===== src/design/gacc_pkg.sv =====
// Shared types, constants and the GF(2^128) multiply of the GHASH accumulator.
package gacc_pkg;

	localparam int GF_BITS    = 128;
	localparam int HALF_BITS  = 64;
	localparam int CFG_IDX_W  = 8;
	localparam int QDEPTH     = 2;
	localparam int QPTR_W     = $clog2(QDEPTH);
	localparam int QCNT_W     = $clog2(QDEPTH + 1);

	localparam logic [CFG_IDX_W-1:0] CFG_KEY_HIGH = 8'd0;
	localparam logic [CFG_IDX_W-1:0] CFG_KEY_LOW  = 8'd1;

	typedef struct packed {
		logic [HALF_BITS-1:0] block_high;
		logic [HALF_BITS-1:0] block_low;
		logic                 first_block;
		logic                 last_block;
	} msg_t;

	typedef struct packed {
		logic [HALF_BITS-1:0] digest_high;
		logic [HALF_BITS-1:0] digest_low;
	} digest_t;

	typedef struct packed {
		logic                 wr_en;
		logic [CFG_IDX_W-1:0] wr_index;
		logic [HALF_BITS-1:0] wr_data;
	} cfg_wr_t;

	// Operation class of one queued block.
	typedef enum logic [1:0] {
		OP_CHAIN  = 2'b00,
		OP_START  = 2'b01,
		OP_END    = 2'b10,
		OP_SINGLE = 2'b11
	} op_t;

	typedef struct packed {
		op_t                op;
		logic [GF_BITS-1:0] block;
	} qitem_t;

	// Bit-reflected GCM multiply: bit n of the field element is x[GF_BITS-1-n].
	// A full carryless product is formed and then folded twice with
	// x^128 = x^7 + x^2 + x + 1.
	function automatic logic [GF_BITS-1:0] gf128_mul(input logic [GF_BITS-1:0] x,
		input logic [GF_BITS-1:0] h);
		logic [GF_BITS-1:0]   a;
		logic [GF_BITS-1:0]   b;
		logic [2*GF_BITS-2:0] c;
		logic [GF_BITS+5:0]   f;
		logic [GF_BITS-1:0]   r;
		logic [GF_BITS-1:0]   z;
		for (int n = 0; n < GF_BITS; n++) begin
			a[n] = x[GF_BITS-1-n];
			b[n] = h[GF_BITS-1-n];
		end
		c = '0;
		for (int i = 0; i < GF_BITS; i++) begin
			for (int j = 0; j < GF_BITS; j++) begin
				c[i+j] = c[i+j] ^ (a[i] & b[j]);
			end
		end
		f = {6'b0, c[GF_BITS-1:0]};
		for (int k = GF_BITS; k < 2*GF_BITS-1; k++) begin
			f[k-GF_BITS]   = f[k-GF_BITS]   ^ c[k];
			f[k-GF_BITS+1] = f[k-GF_BITS+1] ^ c[k];
			f[k-GF_BITS+2] = f[k-GF_BITS+2] ^ c[k];
			f[k-GF_BITS+7] = f[k-GF_BITS+7] ^ c[k];
		end
		r = f[GF_BITS-1:0];
		for (int k = GF_BITS; k < GF_BITS+6; k++) begin
			r[k-GF_BITS]   = r[k-GF_BITS]   ^ f[k];
			r[k-GF_BITS+1] = r[k-GF_BITS+1] ^ f[k];
			r[k-GF_BITS+2] = r[k-GF_BITS+2] ^ f[k];
			r[k-GF_BITS+7] = r[k-GF_BITS+7] ^ f[k];
		end
		for (int n = 0; n < GF_BITS; n++) begin
			z[GF_BITS-1-n] = r[n];
		end
		return z;
	endfunction

endpackage


===== src/design/gacc_front.sv =====
// Front end: accepts message blocks, classifies them and queues them for the back end.
module gacc_front import gacc_pkg::*; (
	input  logic   clk,
	input  logic   arst_n,
	input  logic   msg_valid,
	output logic   msg_ready,
	input  msg_t   msg,
	output logic   q_valid,
	input  logic   q_ready,
	output qitem_t q_item
);

	qitem_t             mem_q [QDEPTH];
	logic [QPTR_W-1:0]  wr_ptr_q;
	logic [QPTR_W-1:0]  rd_ptr_q;
	logic [QCNT_W-1:0]  count_q;
	logic               push;
	logic               pop;
	qitem_t             item_in;

	always_comb begin
		item_in.block = {msg.block_high, msg.block_low};
		case ({msg.last_block, msg.first_block})
			2'b00:   item_in.op = OP_CHAIN;
			2'b01:   item_in.op = OP_START;
			2'b10:   item_in.op = OP_END;
			2'b11:   item_in.op = OP_SINGLE;
			default: item_in.op = OP_CHAIN;
		endcase
	end

	assign msg_ready = (count_q != QCNT_W'(QDEPTH));
	assign push      = msg_valid & msg_ready;
	assign q_valid   = (count_q != '0);
	assign pop       = q_valid & q_ready;
	assign q_item    = mem_q[rd_ptr_q];

	always_ff @(posedge clk) begin
		if (push) begin
			mem_q[wr_ptr_q] <= item_in;
		end
	end

	always_ff @(posedge clk or negedge arst_n) begin
		if (!arst_n) begin
			wr_ptr_q <= '0;
			rd_ptr_q <= '0;
			count_q  <= '0;
		end else begin
			if (push) begin
				wr_ptr_q <= (wr_ptr_q == QPTR_W'(QDEPTH - 1)) ? '0 : wr_ptr_q + 1'b1;
			end
			if (pop) begin
				rd_ptr_q <= (rd_ptr_q == QPTR_W'(QDEPTH - 1)) ? '0 : rd_ptr_q + 1'b1;
			end
			case ({push, pop})
				2'b10:   count_q <= count_q + 1'b1;
				2'b01:   count_q <= count_q - 1'b1;
				default: count_q <= count_q;
			endcase
		end
	end

	a_count_bound: assert property (@(posedge clk) disable iff (!arst_n)
		count_q <= QCNT_W'(QDEPTH))
		else $error("queue count beyond depth");

	a_count_push: assert property (@(posedge clk) disable iff (!arst_n)
		push && !pop |=> count_q == $past(count_q) + 1'b1)
		else $error("queue count did not grow on a lone push");

endmodule


===== config.mk =====
export PLATFORM = sky130hd
export DESIGN_NAME = gacc_front
export DESIGN_NICKNAME = d
export VERILOG_FILES = /design/src/design/gacc_pkg.sv /design/src/design/gacc_front.sv
export SDC_FILE = /design/constraint.sdc
export NUM_CORES = 1
export LEC_CHECK = 0
export ABC_AREA = 1
export BUFFER_PORTS_ARGS = -buffer_cell sky130_fd_sc_hd__buf_2
export CAP_MARGIN = 10
export CELL_PAD_IN_SITES_DETAIL_PLACEMENT = 0
export CELL_PAD_IN_SITES_GLOBAL_PLACEMENT = 1
export CORE_UTILIZATION = 30
export CTS_BUF_LIST = sky130_fd_sc_hd__clkbuf_8
export CTS_CLUSTER_DIAMETER = 100
export DETAILED_ROUTE_END_ITERATION = 10
export PLACE_DENSITY = 0.69
export SYNTH_ARGS = -nofsm -noshare
export SYNTH_HDL_FRONTEND = slang
export SYNTH_SLANG_ARGS = --single-unit
export TNS_END_PERCENT = 30

===== constraint.sdc =====
create_clock -name clk -period 7.7 [get_ports clk]
set_clock_uncertainty 0.2 [all_clocks]
set_input_delay 2.31 -clock clk [delete_from_list [all_inputs] [get_ports clk]]
set_output_delay 2.31 -clock clk [all_outputs]
set_load 0.1 [all_outputs]

-- Word level (Yosys, flattened, before mapping)
Memory sizes are Yosys's and may differ from the RTL's.
Cells that the tools add are included.
Widths: inputs -> output; s select.
- bits in registers: 4
- bits in latches: 0
- bits in writable memories: 260
- memory bits (read-only): 0
- bits of input ports: 134
- output and inout port bits: 132
- word-level logic and storage cells: 25
- memories: 1
- add/subtract/negate cells: 4
- multiply operators: 0
- divide/modulo/power cells: 0
- order comparisons: 0
- eq/ne operators: 6
- shift operators: 0
- muxes and demuxes: 6
- bitwise operators: 2
- reduce and logical (&&, ||, !) cells: 3
- memory list (memory ; words ; bits a word ; rd ports ; clocked after memory_dff ; wr ports ; line ; source):
    mem_q ; 2 ; 130 ; 1 ; 0 ; 1 ; gacc_front.sv:13 ; qitem_t mem_q [QDEPTH];
- operators by type and width (cell ; count):
    $pmux 2 s4 ; 1
    $eq 2x2->1 const B ; 3
    $eq 2x1->1 const B ; 2
    $mux 1 ; 4
    $pmux 2 s2 ; 1
    $reduce_bool 2->1 ; 2
    $add 1x1->1 const B ; 2
    $add 2x1->2 const B ; 1
    $and 1x1->1 ; 2
    $logic_not 2->1 ; 1
    $ne 2x2->1 const B ; 1
    $sub 2x1->2 const B ; 1

-- Logic depth before layout (Yosys ltp)
Gate-level depths: netlist of run 1.
- depth after elaboration: 4
- depth in mapped cells: 10
- mapped depth without buffers: 10

-- Worst setup path before layout of run 1
No wires, ideal clock.
- path kind: input port to flip-flop
- from: input msg_valid
- to: memory mem_q[1][0] (netlist name), enable pin
- library setup time: 623 ps
- arrival: 7885 ps
- required time: 6877 ps
- slack: -1008 ps
- stages on the path: 2
- path buffers: 0
- cells stage by stage: nand2_1 nor2_1
- cells in the longest elaborated chain, start to end: 3
- RTL lines (item ; line ; source):
    start: declaration ; gacc_front.sv:5 ; input logic msg_valid,
    $and 1x1->1 ; gacc_front.sv:33 ; assign push = msg_valid & msg_ready;
    $mux 1 ; gacc_front.sv:39 ; if (push) begin
    $mux 1 (implied by the code) ; gacc_front.sv:40 ; mem_q[wr_ptr_q] <= item_in;
    end: declaration ; gacc_front.sv:13 ;
No other way between the ends.

==> results of run 1 <==
worst max-delay path by stage:
stage | startpoint | endpoint | slack [ns]
2_1_floorplan | msg_valid | mem_q[0][0] | -1.0
3_3_place_gp | rd_ptr_q | q_item[69] | 2.45
3_5_place_dp | rd_ptr_q | q_item[69] | 2.42
4_1_cts | rd_ptr_q | q_item[69] | 1.81
5_1_grt | rd_ptr_q | q_item[69] | 1.68
6_report | rd_ptr_q | q_item[69] | 1.97
per-stage QoR:
step	worst slack, ns	utilization [%]	hold slack, ns	instances	cell area, um^2
after floorplan	-0.9974	-	0.2625	711	9714
after global placement	2.455	35.96	0.2852	1354	11400
after detailed placement	2.424	35.96	0.2856	1354	11400
after CTS	1.814	38.32	0.3002	1432	12150
after global routing	1.677	38.40	0.3385	1435	12180
final	1.973	38.41	0.2973	1436	12180
cells by family (layout without fill, tap and decap cells):
group | count (synthesis) | in the layout | share of synthesized area [%]
fa+ha+maj | 1 | 1 | 0.1288
other cells | 0 | 3 | 0
simple gates | 406 | 406 | 15.74
xor+xnor | 1 | 1 | 0.09020
buf+inv | 38 | 358 | 2.564
flops | 264 | 264 | 81.42
compound gates | 1 | 1 | 0.05148
state kept, by name, summed over array words and instances (netlist names):
signal,flops
mem_q,260
count_q,2
rd_ptr_q,1
wr_ptr_q,1
metal layers:
layer	share of wire, %	vias up
met3	10	65
met2	47	246
li1	-	2985
met5	0.12	-
met4	3.5	4
met1	39	2801
worst min-delay path: stages, from the launching register on:
cell	delay [ns]
dfrtp_1	0.36
nand2_1	0.06
nand2_1	0.05
cell usage in the layout (no fill, tap or decap), drive strengths merged, types with 2 or more instances in the layout:
| master | Yosys | layout |
|---|---|---|
| clkbuf | 2 | 45 |
| nor2 | 3 | 3 |
| diode | 0 | 3 |
| dfrtp | 4 | 4 |
| inv | 7 | 22 |
| clkinv | 0 | 18 |
| nand3 | 2 | 2 |
| nand2 | 400 | 400 |
| edfxtp | 260 | 260 |
| buf | 29 | 273 |
final cells by class:
cell class | instances | area [um^2]
Fill cell | 3092 | 19540
Sequential cell | 264 | 7911
Multi-Input combinational cell | 409 | 1570
Timing Repair Buffer | 273 | 1411
Clock buffer | 45 | 619.3
Tap cell | 402 | 503.0
Clock inverter | 33 | 130.1
Inverter | 7 | 28.78
Antenna cell | 3 | 7.507
==> key figures, run 1 <==
Run status
  – Status: complete, no violations

Cells and area
  – Fin nets: 1135
  – Share of cells above drive strength 1: 31.72%
  – Synth-to-Final Area Change: 25.43%

Critical path
  – Critical path fanouts, max: 87
  – Critical Path RT: 5.19 ns
  – Crit-path most repeated cell: nand2_1
  – Cells along the critical path: inv_4, buf_4, nand2_1, nand2_1, buf_2
  – Bufs and invs on worst path: 3
  – R2R setup slack: 5.44 ns
  – Worst path depth: 5
  – Critical path arrival: 3.22 ns
  – Reg-to-reg endpoint: mem_q[0][43]
  – Slowest-stage cell, CP: inv_4
  – FF-to-FF Start: count_q[0]
  – Worst Reg-to-Reg Cells: 5
  – Crit end category: output pin
  – Crit Path Category: reg2out
  – Crit path launch type: flip-flop
  – Max stage delay on crit path: 0.83 ns
  – CP delay by family, top: buffers and inverters

Global routing
  – Met1 global-route usage: 15.13%
  – GR Util met3: 5.295%
  – Largest net degree at the start of global routing: 88
  – Global route total overflow: 0
  – Grt met2 use: 21.58%
  – Grt peak-use layer: met2
  – GRT Total Usage: 13.12%
  – Initial antenna violation count: 6
  – First-pass GRT wire length: 33460 um
  – Vias in the first global route: 6245

Route
  – Drt total wl: 21720 um
  – Drt first pass iters: 4
  – DRC Markers: 0
  – Initial DRC count: 256
  – Post-DR vias/cell: 4.249
  – Wire length per cell: 15.13 um
  – Via Count: 6101
  – DRT antenna net count: 0

STA
  – Final Hold Vio Count: 0
  – Max Slew Vio Count: 0
  – Slew @ Worst Pin: 1.004 ns
  – Rel. slew slack: 33.04%
  – Final setup vio count: 0
  – RSZ-0062 raised after global routing: false
  – Tcrit/Tclk final: 74.38%
  – Fmax: 174.6 MHz
  – Setup TNS: 0 ns
  – Min Tclk post-route: 5.727 ns

CTS
  – H-tree depth: 2
  – CTS tree: done
  – Clk pin slew, worst setup/hold paths: 0.06 ns
  – CTS root buf: clkbuf_8
  – CTS Buffer Depth: 3
  – Clk sinks: 264
  – CTS Buf Count: 45
  – Hold_buf cts: 0
  – Cells resized by post-CTS repair: 0
  – Worst skew pair latency: 0.53 ns
  – Setup bufs post-CTS: 0

Logic synthesis
  – Post-synth top flop: edfxtp_1
  – Top-count cell post-synth: nand2_1
  – Mapped Area: 9712 um^2
  – Syn. warnings: 0
  – Area leader, netlist: edfxtp_1
  – Mapped Avg Cell Area: 13.66 um^2
  – Most frequent cells after synthesis: nand2_1 (400), edfxtp_1 (260), buf_2 (17), buf_6 (10), inv_1 (6)
  – Post-synthesis async set-or-reset flop share: 1.515%
  – Seq/Total Area, Yosys: 81.42%
  – Synth Net Count: 846
  – Distinct cells, synth: 15
  – Top cell type's share of synthesized area: 80.39%
  – Seq cells post-synth: 264
  – Leading post-synthesis cells by cell area: edfxtp_1 (80%), nand2_1 (15%), buf_6 (1.2%), dfrtp_1 (1.0%), buf_2 (0.88%)
  – Post-Syn Instances: 711
  – Number of flops mapped to enable cells by yosys: 260

Floorplan
  – I/O pins: 266
  – CORE AREA: 31720 um^2
  – Die X: 181.9 um
  – Rows: 65
  – Die area: 33100 um^2
  – Initial Util: 30.62%
  – Die Height: 181.9 um

Job
  – Maxcap violations: 0

Worst hold path
  – Min-Delay Path Class: reg2reg
  – Hold Path Sink: count_q[1]
  – Hold Startpoint: count_q[1]
  – WHS Path Cells: 2

Placed design
  – Post-detail-place hpwl: 13450 um
  – # port buffers: 265
  – Routability cong.: 0.7510
Power of run 1 is not shown: default switching activity piles up to over one toggle a cycle in this logic, so the estimate is an artifact.
==> inputs of run 2 (changes only) <==
Clock period 7.7 ns to 6 ns, I/O delays scaled along.
==> run 2 against run 1 <==
Net effect: via count shrank 0.97%; register-to-register slack got worse by 1.8 ns; worst hold slack better by 0.0038 ns; setup slack lost 0.93 ns; critical path depth did not move; routed wire length shrank 3.0%; sequential share of layout area decreased by 0.46 points; global-route usage fell by 0.36 points; sequential cell count unchanged; non-clock buffer count down 1; highest routed layer is now met4.
==> key figures, run 2 (synthesis results as in run 1) <==
Placed design
  – Pre-CTS setup slack: 1.565 ns
  – Post-detail-place hpwl: 13110 um
  – Area after DPL: 11430 um^2
  – Routability cong.: 0.7163
  – # port buffers: 265

Run status
  – Status: complete, no violations

Critical path
  – FF-to-FF Start: rd_ptr_q
  – Max stage delay on crit path: 0.69 ns
  – Worst path depth: 5
  – CP endpoint: q_item[124]
  – Worst Reg-to-Reg Cells: 4
  – Critical path arrival: 2.95 ns
  – Reg-to-reg endpoint: rd_ptr_q
  – Critical Path RT: 4.00 ns
  – Crit end category: output pin
  – R2R setup slack: 3.66 ns
  – Crit Path Category: reg2out
  – CP delay by family, top: buffers and inverters
  – Slowest-stage cell, CP: dfrtp_4
  – Worst setup path startpoint: rd_ptr_q
  – Cells along the critical path: inv_4, buf_12, nand2_1, nand2_1, buf_2
  – Bufs and invs on worst path: 3
  – Critical path fanouts, max: 66
  – Crit path launch type: flip-flop
  – Crit-path most repeated cell: nand2_1

STA
  – Final WS setup: 1.047 ns
  – Max Slew Vio Count: 0
  – Min Tclk post-route: 4.953 ns
  – Rel. slew slack: 35.48%
  – RSZ-0062 raised after global routing: false
  – Slew @ Worst Pin: 0.9678 ns
  – Tcrit/Tclk final: 82.55%
  – Final setup vio count: 0
  – Final Hold Vio Count: 0
  – Fmax: 201.9 MHz

Job
  – Maxcap violations: 0

Cells and area
  – Post-layout util: 38.68%
  – Max reg flops: 260
  – Top reg by flops: mem_q
  – Synth-to-Final Area Change: 26.32%
  – Share of cells above drive strength 1: 31.88%
  – Commonest non-fill, non-tap cell in the layout: nand2_1
  – Fill cell count: 3046
  – Post-route cell area: 12270 um^2
  – Fin nets: 1134
  – Largest regs: mem_q (260), count_q (2)
  – Most frequent cells in the layout: nand2_1 (400), buf_2 (265), edfxtp_1 (260), clkbuf_8 (47), inv_1 (23)

CTS
  – Setup bufs post-CTS: 0
  – Cells resized by post-CTS repair: 0
  – CTS root buf: clkbuf_8
  – Clk pin slew, worst setup/hold paths: 0.06 ns
  – CTS tree: done
  – Hold_buf cts: 0
  – CTS Buffer Depth: 3
  – CTS Buf Count: 45
  – Worst skew pair latency: 0.53 ns
  – Clk sinks: 264
  – H-tree depth: 2

Global routing
  – Vias in the first global route: 6062
  – Largest net degree at the start of global routing: 89
  – First-pass GRT wire length: 32600 um
  – GRT Total Usage: 12.76%
  – Initial antenna violation count: 3
  – Global route total overflow: 0

Route
  – DRC Markers: 0
  – Drt first pass iters: 4
  – DRT antenna net count: 0
  – Initial DRC count: 290
  – Via Count: 6042
  – Wire length per cell: 14.67 um
  – Drt total wl: 21070 um
  – Post-DR vias/cell: 4.208

Floorplan
  – Initial Util: 30.62%
  – Die Height: 181.9 um
  – Rows: 65
  – Die X: 181.9 um
  – CORE AREA: 31720 um^2
  – I/O pins: 266
  – Die area: 33100 um^2

Worst hold path
  – Min-Delay Path Class: reg2reg
[run 2: changes by cell type in the layout (fill, tap and decap cells not counted), sizes merged]
cell | before | now
buf | 273 | 272
inv | 22 | 24
clkinvlp | 0 | 2
diode | 3 | 2
clkbuf | 45 | 47
clkinv | 18 | 12
bufinv | 0 | 2
[run 2: worst register-to-register path: stages (launching register included)]
cell and delay (ns):
dfrtp_4 0.69, inv_4 0.64, buf_12 0.41, nand3_1 0.20, nand2_1 0.12
[run 2: routing by layer]
metal / vias up / part of all wire (%) / wire length (um) / GRT usage [%]
li1: 2986 / - / - / -
met1: 2792 / 42 / 8763 / 15.27
met2: 220 / 46 / 9727 / 20.51
met3: 44 / 9.8 / 2062 / 5.154
met4: 0 / 2.4 / 514 / 5.076
met5: - / 0 / 0 / 0
[run 2: final cells by class]
class / count / area, um^2 / share of cell area (%)
repair buffers: 272 / 1416 / 11.55
flip-flops and latches: 264 / 7911 / 64.49
diodes: 2 / 5.005 / 0.04080
clock buffers: 47 / 646.9 / 5.273
multi-input cells: 409 / 1570 / 12.80
clock inverters: 33 / 186.4 / 1.520
well taps: 402 / 503.0 / 4.100
inverters: 7 / 28.78 / 0.2346
[run 2: worst min path at each step]
stage,from,endpoint,slack (ns),cells after the start
after floorplan,count_q[1],count_q[1],0.26,2
after global placement,count_q[0],count_q[0],0.28,1
after detailed placement,count_q[0],count_q[0],0.29,1
after CTS,count_q[0],count_q[0],0.30,1
after global routing,count_q[0],count_q[0],0.34,1
final,count_q[0],count_q[0],0.30,1
[run 2: metrics by stage]
step	hold slack (ns)	TNS, ns	std cells
final	0.3011	0	1436
after detailed placement	0.2855	0	1354
after CTS	0.2991	0	1434
after floorplan	0.2625	-284.36	711
after global routing	0.3352	0	1436
after global placement	0.2828	0	1354
Power of run 2 is left out for the same reason.
